==> src/rtl/spc_pkg.sv <==
`timescale 1ns / 1ps
`default_nettype none

package spc_pkg;

  localparam int VAL_W     = 24;
  localparam int CORR_W    = 32;
  localparam int OUT_CNT_W = 11;
  localparam int FRAC_W    = 30;
  localparam int IN_USER_W = 2;
  localparam int OUT_DW    = ((CORR_W + OUT_CNT_W + 7) / 8) * 8;
  localparam int OUT_PAD_W = OUT_DW - CORR_W - OUT_CNT_W;

  // Operand selection for the shared divider.
  localparam logic [1:0] DIV_SEL_MEAN_A = 2'd0;
  localparam logic [1:0] DIV_SEL_MEAN_B = 2'd1;
  localparam logic [1:0] DIV_SEL_CORR   = 2'd2;

  typedef struct packed {
    logic       load;
    logic       clear_cols;
    logic       mean_clear;
    logic       merge_clear;
    logic       merge_step;
    logic       mul_step;
    logic       acc_step;
    logic       div_start;
    logic [1:0] div_sel;
    logic       ma_load;
    logic       mb_load;
    logic       prod_start;
    logic       sqrt_start;
    logic       fin;
  } spc_cmd_t;

  typedef struct packed {
    logic ptr_ok;
    logic row_eq;
    logic div_done;
    logic prod_done;
    logic sqrt_done;
  } spc_stat_t;

endpackage

`default_nettype wire

==> src/rtl/spc_ctrl.sv <==
`timescale 1ns / 1ps
`default_nettype none

module spc_ctrl
  import spc_pkg::*;
(
  input  wire logic      clk,
  input  wire logic      rst_n,
  input  wire logic      mean_over_all,
  input  wire logic      in_accept,
  input  wire logic      in_is_b,
  input  wire logic      in_last,
  input  wire logic      out_taken,
  input  wire spc_stat_t stat,
  output spc_cmd_t       cmd,
  output logic           in_ready,
  output logic           out_valid
);

  localparam logic [4:0] S_LOAD  = 5'd0;
  localparam logic [4:0] S_MINIT = 5'd1;
  localparam logic [4:0] S_MRD   = 5'd2;
  localparam logic [4:0] S_MCMP  = 5'd3;
  localparam logic [4:0] S_MMUL  = 5'd4;
  localparam logic [4:0] S_MACC  = 5'd5;
  localparam logic [4:0] S_MA    = 5'd6;
  localparam logic [4:0] S_MAW   = 5'd7;
  localparam logic [4:0] S_MB    = 5'd8;
  localparam logic [4:0] S_MBW   = 5'd9;
  localparam logic [4:0] S_PROD  = 5'd10;
  localparam logic [4:0] S_PRODW = 5'd11;
  localparam logic [4:0] S_SQRT  = 5'd12;
  localparam logic [4:0] S_SQRTW = 5'd13;
  localparam logic [4:0] S_DIV   = 5'd14;
  localparam logic [4:0] S_DIVW  = 5'd15;
  localparam logic [4:0] S_FIN   = 5'd16;
  localparam logic [4:0] S_OUT   = 5'd17;

  logic [4:0] state_r, state_nxt;
  logic       pass2_r, pass2_nxt;

  always_comb begin
    state_nxt = state_r;
    pass2_nxt = pass2_r;
    cmd       = '0;
    cmd.load  = in_accept;
    case (state_r)
      S_LOAD: begin
        if (in_accept && in_is_b && in_last) begin
          cmd.mean_clear = 1'b1;
          // With means over all entries the first merge pass is not needed.
          pass2_nxt = mean_over_all;
          state_nxt = mean_over_all ? S_MA : S_MINIT;
        end
      end
      S_MINIT: begin
        cmd.merge_clear = 1'b1;
        state_nxt = S_MRD;
      end
      S_MRD: begin
        if (!stat.ptr_ok) begin
          if (pass2_r) begin
            state_nxt = S_PROD;
          end else begin
            pass2_nxt = 1'b1;
            state_nxt = S_MA;
          end
        end else begin
          state_nxt = S_MCMP;
        end
      end
      S_MCMP: begin
        cmd.merge_step = 1'b1;
        state_nxt = stat.row_eq ? S_MMUL : S_MRD;
      end
      S_MMUL: begin
        cmd.mul_step = 1'b1;
        state_nxt = S_MACC;
      end
      S_MACC: begin
        cmd.acc_step = 1'b1;
        state_nxt = S_MRD;
      end
      S_MA: begin
        cmd.div_start = 1'b1;
        cmd.div_sel   = DIV_SEL_MEAN_A;
        state_nxt = S_MAW;
      end
      S_MAW: begin
        cmd.div_sel = DIV_SEL_MEAN_A;
        if (stat.div_done) begin
          cmd.ma_load = 1'b1;
          state_nxt = S_MB;
        end
      end
      S_MB: begin
        cmd.div_start = 1'b1;
        cmd.div_sel   = DIV_SEL_MEAN_B;
        state_nxt = S_MBW;
      end
      S_MBW: begin
        cmd.div_sel = DIV_SEL_MEAN_B;
        if (stat.div_done) begin
          cmd.mb_load = 1'b1;
          state_nxt = S_MINIT;
        end
      end
      S_PROD: begin
        cmd.prod_start = 1'b1;
        state_nxt = S_PRODW;
      end
      S_PRODW: begin
        if (stat.prod_done) state_nxt = S_SQRT;
      end
      S_SQRT: begin
        cmd.sqrt_start = 1'b1;
        state_nxt = S_SQRTW;
      end
      S_SQRTW: begin
        if (stat.sqrt_done) state_nxt = S_DIV;
      end
      S_DIV: begin
        cmd.div_start = 1'b1;
        cmd.div_sel   = DIV_SEL_CORR;
        state_nxt = S_DIVW;
      end
      S_DIVW: begin
        cmd.div_sel = DIV_SEL_CORR;
        if (stat.div_done) state_nxt = S_FIN;
      end
      S_FIN: begin
        cmd.div_sel = DIV_SEL_CORR;
        cmd.fin = 1'b1;
        state_nxt = S_OUT;
      end
      S_OUT: begin
        if (out_taken) begin
          cmd.clear_cols = 1'b1;
          state_nxt = S_LOAD;
        end
      end
      default: begin
        state_nxt = S_LOAD;
      end
    endcase
  end

  always_ff @(posedge clk) begin
    if (!rst_n) begin
      state_r <= S_LOAD;
      pass2_r <= 1'b0;
    end else begin
      state_r <= state_nxt;
      pass2_r <= pass2_nxt;
    end
  end

  assign in_ready  = (state_r == S_LOAD);
  assign out_valid = (state_r == S_OUT);

  a_ready_valid_excl : assert property (@(posedge clk) disable iff (!rst_n)
    !(in_ready && out_valid))
    else $error("input ready while a result is pending");
  a_back_to_load : assert property (@(posedge clk) disable iff (!rst_n)
    out_valid && out_taken |=> in_ready)
    else $error("block did not return to loading after the result transfer");
  a_result_after_fin : assert property (@(posedge clk) disable iff (!rst_n)
    $rose(out_valid) |-> $past(state_r == S_FIN))
    else $error("result shown without final computation");

endmodule

`default_nettype wire

==> config.mk <==
export PLATFORM = sky130hd
export DESIGN_NAME = spc_ctrl
export DESIGN_NICKNAME = d
export VERILOG_FILES = /design/src/rtl/spc_pkg.sv /design/src/rtl/spc_ctrl.sv
export SDC_FILE = /design/constraint.sdc
export NUM_CORES = 1
export LEC_CHECK = 0
export BUFFER_PORTS_ARGS = -buffer_cell sky130_fd_sc_hd__buf_2
export CAP_MARGIN = 20
export CORE_UTILIZATION = 49
export DETAILED_ROUTE_END_ITERATION = 16
export PLACE_DENSITY_LB_ADDON = 0.25
export SYNTH_ARGS = -nofsm -noshare
export SYNTH_HDL_FRONTEND = slang
export SYNTH_SLANG_ARGS = --single-unit
==> constraint.sdc <==
create_clock -name clk -period 2.8 [get_ports clk]
set_input_delay 0.14 -clock clk [delete_from_list [all_inputs] [get_ports clk]]
set_output_delay 0.14 -clock clk [all_outputs]
set_load 0.01 [all_outputs]
==> results of run 1 <==
[layout make-up]
type	count	area, um2	area share, %
multi-input cells	71	461.7	58.85
repair buffers	28	140.1	17.86
flip-flops and latches	6	120.1	15.31
clock buffers	3	22.52	2.871
inverters	6	22.52	2.871
well taps	14	17.52	2.233
[final timing paths]
check | from | to | slack [ns] | cells after the start
setup / recovery | state_r[0] | state_r[1] | 0.66 | 5
hold / removal | rst_n | pass2_r | 0.20 | 2
setup reg to reg | state_r[0] | state_r[1] | 0.66 | 5
hold reg to reg | pass2_r | pass2_r | 0.59 | 1
[state kept, by name, indices dropped and copies added (netlist names)]
signal and cells:
pass2_r 1, state_r 5
[layer usage]
metal  routed length, um  up-vias  track usage (%)
met5                   0        -                0
met1                 834      353            36.84
met3                 122        4            5.233
met2                 854       37            43.64
met4                  27        0            10.34
li1                    -      396                -
[kinds of logic after synthesis]
family,after synthesis
and+or+nand+nor,48
AOI/OAI and AO/OA,23
buffers and inverters,16
DFF,6
[Yosys cell counts]
cell type,number,share of area (%)
o22ai_1,2,1.9
o221a_1,1,1.7
or3b_2,2,2.7
nor3b_1,3,3.5
o221a_2,1,1.7
a31oi_1,1,0.96
and3b_1,1,1.3
o41ai_1,2,2.7
dfxtp_1,6,18
inv_1,6,3.5
or4b_1,1,1.5
a21oi_1,4,3.1
and2_1,1,0.96
nor4_1,5,4.8
nor3_1,7,5.4
o32ai_1,1,1.3
or3b_1,1,1.3
buf_2,4,3.1
nor4b_1,1,1.3
nand3_1,5,3.8
o21ai_0,6,4.6
o211a_1,1,1.5
buf_1,1,0.58
o32a_1,1,1.5
nand2b_1,3,2.9
buf_4,1,1.2
clkbuf_1,4,2.3
or3_1,4,3.8
o211ai_1,3,3.5
nand2_1,4,2.3
nor2_1,7,4.0
or4b_4,1,2.1
nand3b_1,1,1.2
nand4_4,1,3.3
[through the flow]
stage	std cells	power, mW	cell area, um2	hold WS, ns	util (%)
2_1_floorplan	93	0.4118	650.6	0.2755	-
3_3_place_gp	125	0.4720	762.0	0.4490	65.06
3_5_place_dp	125	0.4815	762.0	0.4588	65.06
4_1_cts	128	0.5661	784.5	0.1948	66.99
5_1_grt	128	0.6142	784.5	0.1985	66.99
6_report	128	0.5711	784.5	0.1966	66.99
[report_power, final]
| part | total, mW | leakage, nW | switching (mW) | internal [mW] |
|---|---|---|---|---|
| Sequential | 0.191 | 0.0491 | 0.0828 | 0.108 |
| Combinational | 0.296 | 0.285 | 0.157 | 0.140 |
| Clock | 0.0838 | 0.0138 | 0.0351 | 0.0488 |
| Total | 0.571 | 0.348 | 0.274 | 0.297 |
[layout by cell type, fill, tap and decap left out, types with 4 or more instances in the layout]
cell	instances
inv_1	6
o21ai_0	6
dfxtp_1	6
nor3_1	7
a21oi_1	4
buf_2	28
nor4_1	5
nand3_1	5
nand2_1	4
nor2_1	7
or3_1	4
==> impl_results.md, run 1 <==
* Die Span Y at ~38 um
* Post-synthesis cell count at 93
* LEAKAGE at ~0.35 nW
* CTS resizes at 0
* Final HPWL DP at about 1.3 mm
* Starting Density at ~56%
* # setup viols final at 0
* Final ANT Viol Nets at 0
* DRC violations left at 0
* RSZ-0062 raised after global routing: false
* Count of buffers from port buffering at 28
* Avg Inst Size Synth at ~7 um2
* Core Region at roughly 1200 um2
* Post-synthesis compound-gate area fraction at about 25%
* #FFs+latches synth at 6
* # rows at 12
* Worst slew pin tran at between 0.7 and 0.8 ns
* Overall routing resource usage at 27.62%
* CTS tree: built
* Crit path buf inv count at 0
* P&R area growth vs syn at 20.58%
* Pwr dens at approximately 730 nW/um2
* Global-route wire length before repair at 2.842 mm
* Die footprint at between 1000 and 1500 um2
* Pin count of the biggest net entering global routing at 26
* Worst-case clock buffer depth at 2
* Synth Cell Area at between 600 and 700 um2
* Slowest cell on the critical path: or4b_4
* Worst path max stage delay at around 0.55 ns
* Num ports at 29
* Ant diodes at 0
* Place WS at between 0.6 and 0.7 ns
* Vias in the first global route at between 600 and 700
* First DRT Iteration DRCs at 17
* Top delay family on crit path: simple AND/OR/NAND/NOR gates
* Synth Warn # at 0
* Post-synthesis simple-gate area fraction at a little under half
* Largest family of logic cells by synthesized area: simple AND/OR/NAND/NOR gates
* Placer congestion estimate at between 0.8 and 0.9
* Tcrit/Tclk final at ~76%
* Slew Limit Headroom at 49.68%
* Fmax at roughly 470 MHz
* Die Width at roughly 38 um
* H-tree levels at 1
* Startpoint Class: flop
* Kind of critical path: flop to flop
* Synth Area in Adders at 0%
* Final Max Slew Viols at 0
* Hold crit path type: primary input to flop
* Min setup slack post-route at 0.6648 ns
* Clock sinks at 6
* Synthesized Nets at ~110
* Peak supply drop at ~340 uV
* Layout fillers at approximately 110
* Hold-fix buffers, CTS at 0
* Via density at roughly 6.2
* Root Buffer: clkbuf_4
* Hold Fails Final Rpt at 0
* Routed WL at between 1.5 and 2 mm
* Share of post-route cells with drive strength above 1 at between 30% and 40%
* CP Max Fanout at 20
* DR WL/cell at ~14 um
* DR vias at a little under 800
* Status: complete, no violations
* Initial antenna violation count at 0
* Worst-path cell chain: or3_1 > or4b_4 > nand4_4 > nor3b_1 > o221a_1
* Clk Latency, worst-skew pair at 0.25 ns
* Setup Skew at 0.0006983 ns
* GRT overflow at 0
* Sequential fraction of the synthesis area at a little under a fifth
* Critical Path AT at approximately 2.3 ns
* Multiplexer area fraction after synthesis at 0%
* Crit end category: flop
* XOR/XNOR share of the synthesized area at 0%
* Post-CTS Setup Bufs at 0
* Library cells used by synthesis at 34
* Req. time, crit path at between 2 and 3 ns
* Tmin final at between 2 and 2.5 ns
* 1st-pass router iterations at 5
* Setup TNS Final at 0 ns
* Max-cap check violation count at 0
* Clock buffer count from CTS at 3
* Final Net Count at ~130
* Clock transition at path regs at about 0.05 ns
(Power assumes the default switching activity.)
==> run 2: changes to the inputs <==
Settings changed: ABC_AREA set to 1, CORE_UTILIZATION 49 to 42.
Clock period 2.8 ns to 1.86 ns, I/O delays scaled along.
==> impl_results.md, run 2 <==
* Final Instance Area at 895.9 um2 (was 784.5 um2)
* Root Buffer: clkbuf_4 (unchanged)
* Min setup slack post-route at 0.2899 ns (was 0.6648 ns)
* Hold-fix buffers, CTS at 0 (unchanged)
* Req. time, crit path at 1.77 ns (was 2.94 ns)
* Worst path max stage delay at 0.36 ns (was 0.55 ns)
* Count of buffers from port buffering at 28 (unchanged)
* Clock transition at path regs at 0.04 ns (was 0.05 ns)
* Layout fillers at 180 (was 105)
* Hold crit path type: primary input to flop (unchanged)
* Slew Limit Headroom at 73.04% (was 49.68%)
* Die Span Y at 43.43 um (was 38.44 um)
* Most frequent cell after synthesis: nand2_1
* Peak supply drop at 701.9 uV (was 336.2 uV)
* Slowest cell on the critical path: dfxtp_1 (was or4b_4)
* Status: finished, violations left (was complete, no violations)
* Setup Skew at 0.001841 ns (was 0.0006983 ns)
* Worst-case clock buffer depth at 2 (unchanged)
* Post-synthesis simple-gate area fraction at 60.59% (was 46.35%)
* Tmin final at approximately 1.6 ns
* Biggest regs: state_r: 5 flops, pass2_r: 1 flops (unchanged)
* Most common cell after layout, fill and taps aside: nand2_1 (was buf_2)
* Largest register FFs at 5 (unchanged)
* Tcrit/Tclk final at ~84%
* Top cell type's share of synthesized area at 23.44% (was 18.46%)
* Clock power share at 9.5% (was 14.7%)
* Final hold slack at 0.1095 ns (was 0.1966 ns)
* Multiplexer area fraction after synthesis at 0% (unchanged)
* Final HPWL DP at 1.614 mm (was 1.268 mm)
* Vias in the first global route at 815 (was 637)
* Most frequent cells in the layout: nand2_1, buf_2, nor2_1 (was buf_2, nor2_1, nor3_1)
* Synth top cells by count: nand2_1, nor2_1, inv_1, nand3_1, a21oi_1 (was nor2_1, nor3_1, dfxtp_1, inv_1, o21ai_0)
* Register bank with the most flops: state_r (unchanged)
* CP Max Fanout at 6 (was 20)
* Final Max Slew Viols at 0 (unchanged)
* Initial antenna violation count at 0 (unchanged)
* DR WL/cell at 10.59 um (was 14.36 um)
* DR vias at 919 (was 790)
* Clock sinks at 6 (unchanged)
* Overall routing resource usage at 22.99% (was 27.62%)
* Routed WL at 1.969 mm (was 1.838 mm)
* Comb power frac at 71.4% (was 51.9%)
* P&R area growth vs syn at 24.31% (was 20.58%)
* Final Net Count at 184 (was 128)
* Synth Cell Area at 720.7 um2 (was 650.6 um2)
* Crit end category: primary output (was flop)
* Clock buffer count from CTS at 3 (unchanged)
* Share of post-route cells with drive strength above 1 at 27.06% (was 31.58%)
* # rows at 14 (was 12)
* Synth Warn # at 0 (unchanged)
* Hold Fails Final Rpt at 0 (unchanged)
* CTS resizes at 0 (unchanged)
* DRC violations left at 8 (was 0)
* Synthesized Nets at 152 (was 105)
* LEAKAGE at 0.5731 nW (was 0.3476 nW)
* H-tree levels at 1 (unchanged)
* EDFF count, synth at 0 (unchanged)
* Multi-input gate area at 503.0 um2 (was 461.7 um2)
* Avg Inst Size Synth at 5.148 um2 (was 6.996 um2)
* Synth Area in Adders at 0% (unchanged)
* #FFs+latches synth at 6 (unchanged)
* RSZ-0062 raised after global routing: false (unchanged)
* Ys flop type: dfxtp_1 (unchanged)
* Die footprint at 1886 um2 (was 1478 um2)
* Sequential fraction of the synthesis area at 16.67% (was 18.46%)
* Starting Density at 46.23% (was 55.56%)
* XOR/XNOR share of the synthesized area at 0% (unchanged)
* Startpoint Class: flop (unchanged)
* Final ANT Viol Nets at 0 (unchanged)
* Worst-path cell chain: nor2_1 > nand3_1 > inv_1 > a21oi_1 > nand2_1 > buf_2 (was or3_1 > or4b_4 > nand4_4 > nor3b_1 > o221a_1)
* Post-synthesis cell count at 140 (was 93)
* Seq. cell area at 120.1 um2 (unchanged)
* Power Internal at 0.5325 mW (was 0.2967 mW)
* Critical Path AT at 1.48 ns (was 2.27 ns)
* Post-CTS Setup Bufs at 0 (unchanged)
* Share of power burned in registers at 19.1% (was 33.4%)
* Library cells used by synthesis at 19 (was 34)
* First DRT Iteration DRCs at 36 (was 17)
* Place WS at 0.3212 ns (was 0.6935 ns)
* Post-synthesis compound-gate area fraction at 9.201% (was 24.62%)
* Max-cap check violation count at 0 (unchanged)
* # setup viols final at 0 (unchanged)
* Setup TNS Final at 0 ns (unchanged)
* Global-route wire length before repair at 3.243 mm (was 2.842 mm)
* Pin count of the biggest net entering global routing at 8 (was 26)
* Via density at 4.941 (was 6.172)
* Clk Latency, worst-skew pair at 0.24 ns (was 0.25 ns)
* Synth top area cells: nand2_1, dfxtp_1, nor2_1 (was dfxtp_1, nor3_1, nor4_1)
* GRT overflow at 0 (unchanged)
* Failing checks: design-rule violations
* Ant diodes at 0 (unchanged)
* Cell Area, Placed at 873.3 um2 (was 762.0 um2)
* Async S/R FF share, synth at 0% (unchanged)
* Kind of critical path: flop to primary output (was flop to flop)
* Pwr dens at 1367 nW/um2 (was 728.0 nW/um2)
* Core Region at 1559 um2 (was 1171 um2)
* Fmax at around 640 MHz
* CTS tree: built (unchanged)
* Leading area contributor after synthesis: nand2_1 (was dfxtp_1)
* Largest family of logic cells by synthesized area: simple AND/OR/NAND/NOR gates (unchanged)
* Placer congestion estimate at 0.8441 (was 0.8730)
* Worst slew pin tran at 0.4028 ns (was 0.7538 ns)
* 1st-pass router iterations at 10 (was 5)
* Switching share of power at 56.51% (was 48.06%)
* Net Sw Power at 0.6919 mW (was 0.2745 mW)
* Num ports at 29 (unchanged)
* Die Width at 43.43 um (was 38.44 um)
-- run 2: worst max-delay path: cells and delay by family, from the launching register on --
family	cells	cell delay [ns]
and+or+nand+nor	3	0.60
DFF	1	0.36
AOI/OAI and AO/OA	1	0.06
buffers and inverters	2	0.23
-- run 2: worst paths after layout --
path	cells after the start	slack, ns	endpoint	start
max	6	0.29	cmd[6]	state_r[1]
max reg2reg	8	0.29	state_r[3]	state_r[1]
min reg2reg	2	0.52	state_r[0]	state_r[0]
min	3	0.11	state_r[4]	rst_n
-- run 2: area by class of cell --
| cell class | instances | area share, % |
|---|---|---|
| multi-input combinational | 109 | 56.15 |
| tap | 16 | 2.235 |
| sequential | 6 | 13.41 |
| clock buffer | 3 | 2.514 |
| timing repair buffer | 28 | 15.64 |
| inverter | 24 | 10.06 |
-- run 2: per-layer routing --
layer | vias up | track usage [%] | share of wire, %
met5 | - | 0 | 0
met4 | 0 | 11.25 | 0.56
met3 | 2 | 2.500 | 4.5
met2 | 25 | 40.30 | 49
met1 | 394 | 27.81 | 46
li1 | 498 | - | -
-- run 2: power groups by stage --
| stage | combinational, mW | sequential (mW) | clock, mW |
|---|---|---|---|
| final | 0.874 | 0.234 | 0.116 |
| after floorplan | 0.658 | 0.222 | 0 |
| after global placement | 0.869 | 0.232 | 0 |
| after detailed placement | 0.865 | 0.234 | 0 |
| after global routing | 0.992 | 0.240 | 0.131 |
| after CTS | 0.874 | 0.232 | 0.123 |
-- run 2: logic make-up (layout without fill, tap and decap cells) --
| family | count (synthesis) | after routing |
|---|---|---|
| and+or+nand+nor | 98 | 98 |
| buffers and inverters | 25 | 55 |
| AOI/OAI and AO/OA | 11 | 11 |
| DFF | 6 | 6 |
-- run 2: stage by stage --
stage / utilization [%] / std cells / total power, mW
after floorplan: - / 140 / 0.8805
after CTS: 57.46 / 186 / 1.228
after detailed placement: 56.02 / 183 / 1.099
after global placement: 56.02 / 183 / 1.102
final: 57.46 / 186 / 1.224
after global routing: 57.46 / 186 / 1.363
